<file path="config.mk">
export PLATFORM = sky130hd
export DESIGN_NAME = resize_coefficient_calc_core
export DESIGN_NICKNAME = d
export VERILOG_FILES = /design/src/rtl/core/rcc_pkg.sv /design/src/rtl/core/rcc_lane.sv /design/src/rtl/core/rcc_merge.sv /design/src/rtl/core/resize_coefficient_calc_core.sv
export SDC_FILE = /design/constraint.sdc
export NUM_CORES = 1
export LEC_CHECK = 0
export ABC_AREA = 1
export BUFFER_PORTS_ARGS = -buffer_cell sky130_fd_sc_hd__buf_2
export CAP_MARGIN = 5
export CELL_PAD_IN_SITES_DETAIL_PLACEMENT = 1
export CELL_PAD_IN_SITES_GLOBAL_PLACEMENT = 2
export CORE_AREA = 4 4 150 188
export CTS_BUF_LIST = sky130_fd_sc_hd__clkbuf_4 sky130_fd_sc_hd__clkbuf_8 sky130_fd_sc_hd__clkbuf_16
export CTS_CLUSTER_SIZE = 28
export DETAILED_ROUTE_END_ITERATION = 7
export DIE_AREA = 0 0 154 192
export PLACE_DENSITY_LB_ADDON = 0.08
export REMOVE_ABC_BUFFERS = 1
export SLEW_MARGIN = 20
export SYNTH_ARGS = -nofsm -noshare
export SYNTH_HDL_FRONTEND = slang
export SYNTH_SLANG_ARGS = --single-unit
</file>
<file path="constraint.sdc">
create_clock -name clock -period 8.8 [get_ports clock]
set_input_delay 0 -clock clock [delete_from_list [all_inputs] [get_ports clock]]
set_output_delay 0 -clock clock [all_outputs]
set_load 0.01 [all_outputs]
</file>
<file path="src/rtl/core/rcc_pkg.sv">
// Shared types and constants of the resize coefficient calculator.
package rcc_pkg;

   localparam int IN_W    = 13;
   localparam int OUT_W   = 11;
   localparam int COEF_W  = 14;
   localparam int SHIFT_W = 2;
   localparam int ERR_W   = 3;
   localparam int WORD_W  = 32;
   localparam int CNT_W   = $clog2(COEF_W);

   localparam logic [IN_W:0]       MAX_IN_SIZE  = (IN_W+1)'(4096);
   localparam logic [OUT_W:0]      MAX_OUT_SIZE = (OUT_W+1)'(1024);
   localparam logic [COEF_W-1:0]   COEF_SAT     = {COEF_W{1'b1}};

   typedef enum logic [ERR_W-1:0] {
      ERR_NONE    = 3'd0,
      ERR_IN_BIG  = 3'd1,
      ERR_OUT_BIG = 3'd2,
      ERR_RATIO   = 3'd3,
      ERR_SMALL   = 3'd4
   } err_code_type;

   typedef struct packed {
      logic [IN_W-1:0]  in_width;
      logic [IN_W-1:0]  in_height;
      logic [OUT_W-1:0] out_width;
      logic [OUT_W-1:0] out_height;
   } req_type;

   typedef struct packed {
      logic [WORD_W-1:0] resize_word;
      logic [ERR_W-1:0]  error_code;
   } rsp_type;

   typedef struct packed {
      logic               done;
      err_code_type       err;
      logic [SHIFT_W-1:0] shift;
      logic [COEF_W-1:0]  coef;
   } lane_res_type;

endpackage

</file>
<file path="src/rtl/core/rcc_lane.sv">
// One axis lane: size checks, prescale selection and restoring coefficient divider.
module rcc_lane
   import rcc_pkg::*;
(
   input  logic             clock,
   input  logic             reset,
   input  logic             load,
   input  logic [IN_W-1:0]  in_size,
   input  logic [OUT_W-1:0] out_size,
   output lane_res_type     res
);

   logic               active_ff, active_in;
   logic               done_ff, done_in;
   logic [CNT_W-1:0]   cnt_ff, cnt_in;
   err_code_type       err_ff, err_in;
   logic [SHIFT_W-1:0] shift_ff, shift_in;
   logic               sat_ff, sat_in;
   logic               feed_ff, feed_in;
   logic [OUT_W-1:0]   div_ff, div_in;
   logic [OUT_W-1:0]   rem_ff, rem_in;
   logic [COEF_W-1:0]  quo_ff, quo_in;

   logic [IN_W-1:0]    out_ext, s0, s1, s2, sm1;
   logic [IN_W-1:0]    max_out_ext;
   logic               step1, step2;
   logic [OUT_W-1:0]   dm1;
   logic [OUT_W:0]     trial;
   err_code_type       chk;

   always_comb begin
      out_ext     = {{(IN_W-OUT_W){1'b0}}, out_size};
      max_out_ext = {{(IN_W-OUT_W-1){1'b0}}, MAX_OUT_SIZE};
      priority if ({1'b0, in_size} > MAX_IN_SIZE) begin
         chk = ERR_IN_BIG;
      end else if ({1'b0, out_size} > MAX_OUT_SIZE) begin
         chk = ERR_OUT_BIG;
      end else if (in_size < IN_W'(2) || out_size < OUT_W'(2)) begin
         chk = ERR_SMALL;
      end else if ({1'b0, out_size, 2'b00} < {1'b0, in_size}) begin
         chk = ERR_RATIO;
      end else begin
         chk = ERR_NONE;
      end
      s0    = in_size;
      step1 = (s0 > max_out_ext) || ({1'b0, s0} >= {1'b0, out_ext[IN_W-2:0], 1'b0});
      s1    = step1 ? (s0 >> 1) : s0;
      step2 = step1 && ((s1 > max_out_ext) ||
                        ({1'b0, s1} >= {1'b0, out_ext[IN_W-2:0], 1'b0}));
      s2    = step2 ? (s1 >> 1) : s1;
      sm1   = s2 - IN_W'(1);
      dm1   = out_size - OUT_W'(1);
      trial = {rem_ff, feed_ff} - {1'b0, div_ff};
   end

   always_comb begin
      active_in = active_ff;
      done_in   = 1'b0;
      cnt_in    = cnt_ff;
      err_in    = err_ff;
      shift_in  = shift_ff;
      sat_in    = sat_ff;
      feed_in   = feed_ff;
      div_in    = div_ff;
      rem_in    = rem_ff;
      quo_in    = quo_ff;
      if (load) begin
         active_in = 1'b1;
         cnt_in    = '0;
         err_in    = chk;
         shift_in  = {step2, step1 & ~step2};
         sat_in    = {1'b0, sm1} >= {2'b00, dm1, 1'b0};
         feed_in   = sm1[0];
         div_in    = dm1;
         rem_in    = sm1[OUT_W:1];
         quo_in    = '0;
      end else if (active_ff) begin
         feed_in = 1'b0;
         if (!trial[OUT_W]) begin
            rem_in = trial[OUT_W-1:0];
            quo_in = {quo_ff[COEF_W-2:0], 1'b1};
         end else begin
            rem_in = {rem_ff[OUT_W-2:0], feed_ff};
            quo_in = {quo_ff[COEF_W-2:0], 1'b0};
         end
         cnt_in = cnt_ff + CNT_W'(1);
         if (cnt_ff == CNT_W'(COEF_W-1)) begin
            active_in = 1'b0;
            done_in   = 1'b1;
         end
      end
   end

   always_ff @(posedge clock) begin
      if (reset) begin
         active_ff <= 1'b0;
         done_ff   <= 1'b0;
      end else begin
         active_ff <= active_in;
         done_ff   <= done_in;
      end
      cnt_ff   <= cnt_in;
      err_ff   <= err_in;
      shift_ff <= shift_in;
      sat_ff   <= sat_in;
      feed_ff  <= feed_in;
      div_ff   <= div_in;
      rem_ff   <= rem_in;
      quo_ff   <= quo_in;
   end

   assign res.done  = done_ff;
   assign res.err   = err_ff;
   assign res.shift = shift_ff;
   assign res.coef  = sat_ff ? COEF_SAT : quo_ff;

endmodule

</file>
<file path="src/rtl/core/rcc_merge.sv">
// Merge stage: picks the first failing axis and packs the resize word.
module rcc_merge
   import rcc_pkg::*;
(
   input  logic         clock,
   input  logic         reset,
   input  lane_res_type h_res,
   input  lane_res_type w_res,
   output logic         rsp_valid,
   output rsp_type      rsp_item
);

   logic         valid_ff;
   rsp_type      item_ff, item_in;
   err_code_type err;

   always_comb begin
      err = (h_res.err != ERR_NONE) ? h_res.err : w_res.err;
      item_in.error_code = err;
      if (err == ERR_NONE) begin
         item_in.resize_word = {h_res.shift, h_res.coef, w_res.shift, w_res.coef};
      end else begin
         item_in.resize_word = '0;
      end
   end

   always_ff @(posedge clock) begin
      if (reset) begin
         valid_ff <= 1'b0;
      end else begin
         valid_ff <= h_res.done;
      end
      if (h_res.done) begin
         item_ff <= item_in;
      end
   end

   assign rsp_valid = valid_ff;
   assign rsp_item  = item_ff;

endmodule

</file>
<file path="src/rtl/core/resize_coefficient_calc_core.sv">
// Top level of the resize coefficient calculator: height and width lanes plus merge.
//
//   channel   handshake          payload
//   request   start / busy       req_item  (req_type)
//   response  rsp_valid strobe   rsp_item  (rsp_type)
//
// An item passes from accept through the 14-step restoring divider in each lane,
// both lanes stepping together, to the lane done register and the registered
// rsp_valid strobe; busy falls in the cycle after the strobe. Synchronous reset clears control
// state only. The receiver cannot stall; each result shows for one cycle.
module resize_coefficient_calc_core
   import rcc_pkg::*;
(
   input  logic    clock,
   input  logic    reset,
   input  logic    start,
   output logic    busy,
   input  req_type req_item,
   output logic    rsp_valid,
   output rsp_type rsp_item
);

   logic         busy_ff, busy_in;
   logic         load;
   lane_res_type h_res, w_res;

   assign load = start && !busy_ff;

   always_comb begin
      busy_in = busy_ff;
      if (load) begin
         busy_in = 1'b1;
      end else if (rsp_valid) begin
         busy_in = 1'b0;
      end
   end

   always_ff @(posedge clock) begin
      if (reset) begin
         busy_ff <= 1'b0;
      end else begin
         busy_ff <= busy_in;
      end
   end

   assign busy = busy_ff;

   rcc_lane u_lane_h (
      .clock    (clock),
      .reset    (reset),
      .load     (load),
      .in_size  (req_item.in_height),
      .out_size (req_item.out_height),
      .res      (h_res)
   );

   rcc_lane u_lane_w (
      .clock    (clock),
      .reset    (reset),
      .load     (load),
      .in_size  (req_item.in_width),
      .out_size (req_item.out_width),
      .res      (w_res)
   );

   rcc_merge u_merge (
      .clock     (clock),
      .reset     (reset),
      .h_res     (h_res),
      .w_res     (w_res),
      .rsp_valid (rsp_valid),
      .rsp_item  (rsp_item)
   );

endmodule
</file>
Word level (Yosys, flattened, before mapping). Index checks and enable logic that the tools add are counted.

Equal/unequal tests: 2. Reductions and logical operators: 18. $add $sub $neg: 8. Mux-type cells: 34. Magnitude comparators: 20. Bitwise logic cells: 5.

Operators by type and width (count): $ge 13x12->1 (6); $mux 11 (6); $gt 13x11->1 const B (4); $mux 13 (4); $mux 14 (2); $gt 13x13->1 const B (2); $lt 13x13->1 (2); $lt 13x2->1 const B (2); $sub 13x1->13 const B (2); $sub 12x11->12 (2); $gt 11x11->1 const B (2); $lt 11x2->1 const B (2); $sub 11x1->11 const B (2); $mux 1 (15); $mux 3 (3); $add 4x1->4 const B (2); $eq 4x4->1 const B (2); $mux 2 (4); $logic_or 1x1->1 (6); $reduce_bool 2->1 (3); $reduce_or 2->1 (2); $logic_and 1x1->1 (3); $logic_not 3->1 (1); $not 1->1 (3); other kinds (4) (5).

Bits of input ports: 51. Word-level logic and storage cells: 112. Register bits: 134.

Logic depth before layout (Yosys ltp).
Depth after elaboration: 9. Mapped depth: 41.

By module. A second synthesis with hierarchy kept.

Cell total of the unflattened synthesis: 1336. Area, all modules: 10620.2 um2.

Modules (own cells, without submodules): rcc_lane at u_lane_h (cells each 611, area each 4551.9 um2, seq. area each 1271.2 um2, instances 1); rcc_lane at u_lane_w (cells each 602, area each 4528.1 um2, seq. area each 1271.2 um2, instances 1); rcc_merge (cells each 116, area each 1490.2 um2, seq. area each 1071.0 um2, instances 1); resize_coefficient_calc_core (cells each 7, area each 50.0 um2, seq. area each 20.0 um2, instances 1).

Worst setup path after synthesis. No wires, ideal clock.

Path kind: input port to flip-flop. Start point: input req_item[9] (netlist name). End point: register u_lane_h.sat_ff (data pin). Required time: 8.540 ns. Arrival: 4.259 ns. Cell stages on the path: 40. Slack: 4.281 ns. Buffers on the path: 1. Setup time: 0.260 ns. Cells stage by stage: inv_1 > ha_1 > nand2_1 > nand2_1 > nand2_1 > nand2_1 > a21oi_1 > nand4_2 > buf_6 > nand2_1 > nand2_1 > inv_1 > ha_1 > a21oi_1 > o21ai_0 > a21o_1 > a21oi_1 > o21a_1 > (+4 left out) > nand2_1 > o21ai_1 > inv_1 > ha_1 > nand2_1 > nor2_4 > xor2_1 > ha_1 > a21oi_1 > o21ai_0 > nand3_1 > a21oi_1 > a211oi_1 > nand2_1 > nand2_1 > nand3b_1 > nand2_1 > nand3_1.

Longest elaborated chain between the ends: 9. Elaborated cells on any way between the ends: 11. Classes of those cells: 2 x add/sub; 4 x order compare; 2 x mux; 3 x reduce/logical.

Ends and longest elaborated chain: from (decl) (line resize_coefficient_calc_core.sv:18) `input req_type req_item,`; $ge 13x12->1 (line rcc_lane.sv:46) `step1 = (s0 > max_out_ext) || ({1'b0, s0} >= {1'b0, out_ext[IN_W-2:0], 1'b0});`; $logic_or 1x1->1 (line rcc_lane.sv:46); $mux 13 (line rcc_lane.sv:47) `s1 = step1 ? (s0 >> 1) : s0;`; $gt 13x11->1 or $ge 13x12->1 (tied branches) (line rcc_lane.sv:48, rcc_lane.sv:49); $logic_or 1x1->1 (line rcc_lane.sv:48) `step2 = step1 && ((s1 > max_out_ext) ||`; $logic_and 1x1->1 (line rcc_lane.sv:48); $mux 13 (*) (line rcc_lane.sv:50) `s2 = step2 ? (s1 >> 1) : s1;`; $sub 13x1->13 (*) (line rcc_lane.sv:51) `sm1 = s2 - IN_W'(1);`; net u_lane_h.sm1[0] (line rcc_lane.sv:24) `logic [IN_W-1:0] out_ext, s0, s1, s2, sm1;`; $ge 13x12->1 (*) (line rcc_lane.sv:72) `sat_in = {1'b0, sm1} >= {2'b00, dm1, 1'b0};`; to (signal assigned) (line rcc_lane.sv:105) `sat_ff <= sat_in;`; to (decl) (line rcc_lane.sv:18) `logic sat_ff, sat_in;`.

Mark *: on every way through the listed nets, which the timed path passes. The rest lies on a longest branch. A chain may end at the register's enable or synchronous reset.

Worst setup path in the final report.
Start point: input req_item[20] (netlist name). End point: register u_lane_w.sat_ff (data pin).

Longest elaborated chain between the ends: 9. Elaborated cells on any way between the ends: 11. Classes of those cells: 2 x add/sub; 4 x order compare; 2 x mux; 3 x reduce/logical.

Ends and longest elaborated chain (line): $ge 13x12->1 (rcc_lane.sv:46); $logic_or 1x1->1 (rcc_lane.sv:46); $mux 13 (rcc_lane.sv:47); $gt 13x11->1 or $ge 13x12->1 (tied branches) (rcc_lane.sv:48, rcc_lane.sv:49); $logic_or 1x1->1 (rcc_lane.sv:48); $logic_and 1x1->1 (rcc_lane.sv:48); $mux 13 (*) (rcc_lane.sv:50); $sub 13x1->13 (*) (rcc_lane.sv:51); net u_lane_w.sm1[0] (rcc_lane.sv:24); $ge 13x12->1 (*) (rcc_lane.sv:72); to (signal assigned) (rcc_lane.sv:105); to (decl) (rcc_lane.sv:18).

Marked as above.

==> results.toml <==
[floorplanning]
io_pins = 88
rows = 67
die_y_um = 192
design.core.area_um2 = 26570
die_w_um = 154
die-area_um2 = 29570
start_util_pct = 38.10

[clock_tree]
tritoncts = "built"
clk_pin_slew_ps = 60
cts-root-buf = "clkbuf_16"
cts_buffer_depth = 2
htreeDepth = 4
postCtsSetupRepairBufs = 0
clk_latency_ps = 420
clock-sinks = 134
numCtsBuffers = 17

[critical_path]
crit_arrival_ps = 6070
critical_path.startpoint_type = "primary input"
crit_path_max_incr_delay_ps = 520
crit_top_cell = "nand2_1"
worst_ep_required_time_ps = 8970
end_kind = "register"
crit_path_top_delay_cell = "dlygate4sd3_1"
critPathKind = "primary input to register"
worstPathMaxFanout = 20
rr_worst_depth = 15

[logic_synthesis]
ys_ff_latch = 134
synth-edff-count = 93
syn_area_per_cell_um2 = 7.771
syn_inst = 1303
ys_async_sr_fraction_pct = 0
ys_seq_area_share_pct = 35.69
netlist_area_um2 = 10130
synth_warnings = 0
ys_types = 48
ys.flop_type = "edfxtp_1"

[pwr]
p_leak_nw = 5.503
p_per_area_nw_per_um2 = 193.3
ir_drop_v = 0.0001465

[cells_and_area]
fin_nets = 1560
area_growth_syn_to_layout_pct = 13.41
diodes = 0
fill_cells = 3326
drive_gt1_share_pct = 11.13
instances_no_fill = 1747

[global_routing]
antenna_found_initial = 0
grt_max_degree = 71
track_usage_pct = 18.41
grt_pass1_vias = 9050
overflow = 0
grt_pass1_wl_um = 44890

[sta]
worst_slew_pin_slew_ps = 974.3
hold_viol = 0
finalClockSkew_ps = 11.02
tns_ps = 0
fmax_mhz = 169.4
finalSetupViolCount = 0
rsz0062_at_grt = "no"
fin_crit_sh_pct = 67.07
relSlewSlack_pct = 34.98
slew_violations = 0
period_needed_ps = 5902

[route]
vias_per_cell = 5.033
via_count = 8792
wl_per_cell_um = 15.25
drt-total-wl_um = 26640
detail_route.drc_violations = 0
firstDrtPassIters = 4
drt-initial-drc-count = 271
drtAntennaViolNets = 0

[hold_path]
min_path_type = "primary input to register"
hold_depth = 3

[place]
io_buffers = 87
dp_hpwl_um = 21250
globalplace.congestion = 0.8287
dp.cells = 1709

[status]
status = "complete, no violations"

[run]
cap_violations = 0
area by class of cell:
| cell class | count | area [um^2] | area share (%) |
|---|---|---|---|
| clock buffer | 23 | 489.2 | 4.260 |
| tap | 345 | 431.7 | 3.759 |
| multi-input combinational | 895 | 5430 | 47.29 |
| inverter | 244 | 915.9 | 7.976 |
| timing repair buffer | 97 | 525.5 | 4.576 |
| sequential | 134 | 3615 | 31.48 |
| clock inverter | 9 | 76.32 | 0.6646 |
synthesized netlist by cell type, types with 2 or more instances:
cell type | number | area, um^2
a211oi_1 | 2 | 15.01
a21o_1 | 8 | 60.06
a21oi_1 | 80 | 400.4
a221oi_1 | 2 | 17.52
a31oi_1 | 5 | 31.28
and2_1 | 12 | 75.07
buf_2 | 4 | 20.02
buf_6 | 7 | 78.83
clkbuf_1 | 18 | 67.56
dfxtp_1 | 41 | 820.8
edfxtp_1 | 93 | 2793
fa_1 | 2 | 40.04
ha_1 | 118 | 1476
inv_1 | 241 | 904.6
inv_2 | 2 | 7.510
nand2_1 | 267 | 1002
nand2_2 | 5 | 31.28
nand2_4 | 4 | 45.04
nand3_1 | 67 | 335.3
nand3_2 | 2 | 20.02
nand3b_1 | 7 | 52.55
nand4_1 | 34 | 212.7
nand4_2 | 2 | 25.02
nor2_1 | 87 | 326.6
nor2_2 | 6 | 37.54
nor2_4 | 4 | 45.04
nor3_1 | 15 | 75.07
nor3b_1 | 2 | 15.01
nor4_1 | 2 | 12.51
o211ai_1 | 15 | 112.6
o21a_1 | 2 | 15.01
o21ai_0 | 54 | 270.3
o21ai_1 | 11 | 55.05
o21bai_1 | 4 | 30.03
o22ai_1 | 29 | 181.4
o31ai_1 | 2 | 15.01
or2_2 | 3 | 18.77
xnor2_1 | 8 | 70.07
xor2_1 | 27 | 236.5
critical path, delay by kind of cell:
| family | cells | cell delay (ps) |
|---|---|---|
| AOI/OAI and AO/OA | 6 | 850 |
| adders and majority gates | 4 | 1050 |
| buffers and inverters | 6 | 930 |
| and+or+nand+nor | 23 | 3230 |
power breakdown:
group | switching (mW) | internal, mW
clock | 0.253 | 0.417
sequential | 0.0337 | 0.764
combinational | 0.473 | 0.279
repair_timing:
action / in CTS / in global routing
hold buffers: 6 / 0
resized for setup: 0 / 0
hold endpoints to repair: 10 / 0
logic make-up (layout without fill, tap and decap cells):
| kind of cell | after synthesis | after routing | synth area share, % |
|---|---|---|---|
| simple gates | 520 | 520 | 23.07 |
| buf+inv | 274 | 373 | 10.76 |
| compound gates | 220 | 220 | 12.48 |
| flops | 134 | 134 | 35.69 |
| fa+ha+maj | 120 | 120 | 14.98 |
| xor+xnor | 35 | 35 | 3.027 |
cells in the final DEF (no fill, tap or decap), drive strengths merged, types with 27 or more instances in the layout:
| cell | count |
|---|---|
| nand3 | 69 |
| xor2 | 27 |
| nand4 | 36 |
| nor2 | 97 |
| a21oi | 82 |
| o22ai | 29 |
| edfxtp | 93 |
| ha | 118 |
| buf | 91 |
| nand2 | 276 |
| dfxtp | 41 |
| inv | 243 |
| o21ai | 66 |
layer usage:
metal  wire (um)  track usage [%]
met1       12840            24.14
met2       12890            32.53
met3         621            2.119
met4         286            4.281
met5           0                0
sequential cells by signal (all words and copies together) (netlist names), 2 cells and up:
register / cells
u_lane_h.cnt_ff: 4
u_merge.rsp_item: 35
u_lane_w.cnt_ff: 4
u_lane_h.rem_ff: 11
u_lane_w.err_ff: 3
u_lane_w.quo_ff: 14
u_lane_h.err_ff: 3
u_lane_w.div_ff: 11
u_lane_w.rem_ff: 11
u_lane_h.quo_ff: 14
u_lane_h.shift_ff: 2
u_lane_w.shift_ff: 2
u_lane_h.div_ff: 11
stage by stage:
stage / power [mW] / cell area (um^2) / hold slack (ps) / utilization (%) / setup WS (ps)
after floorplan: 1.350 / 9952 / 69.07 / - / 3585
after global placement: 1.542 / 10860 / 245.3 / 40.86 / 3122
after detailed placement: 1.563 / 10860 / 247.1 / 40.86 / 2966
after CTS: 2.254 / 11480 / 9.704 / 43.21 / 2872
after global routing: 2.403 / 11480 / 32.08 / 43.21 / 2161
final: 2.220 / 11480 / 31.02 / 43.21 / 2898
path summary, 6_finish.rpt:
check,startpoint,to,slack (ps)
max reg2reg,u_lane_w.rem_ff[1]$_DFFE_PP_,u_lane_w.rem_ff[3]$_DFFE_PP_,5320
max,req_item[20],u_lane_w.sat_ff$_DFFE_PP_,2900
min reg2reg,u_lane_w.quo_ff[13]$_SDFFE_PP0P_,u_lane_w.quo_ff[13]$_SDFFE_PP0P_,480
min,req_item[4],u_lane_h.div_ff[4]$_DFFE_PP_,30
No activity file was read; power rests on OpenSTA's default activity.
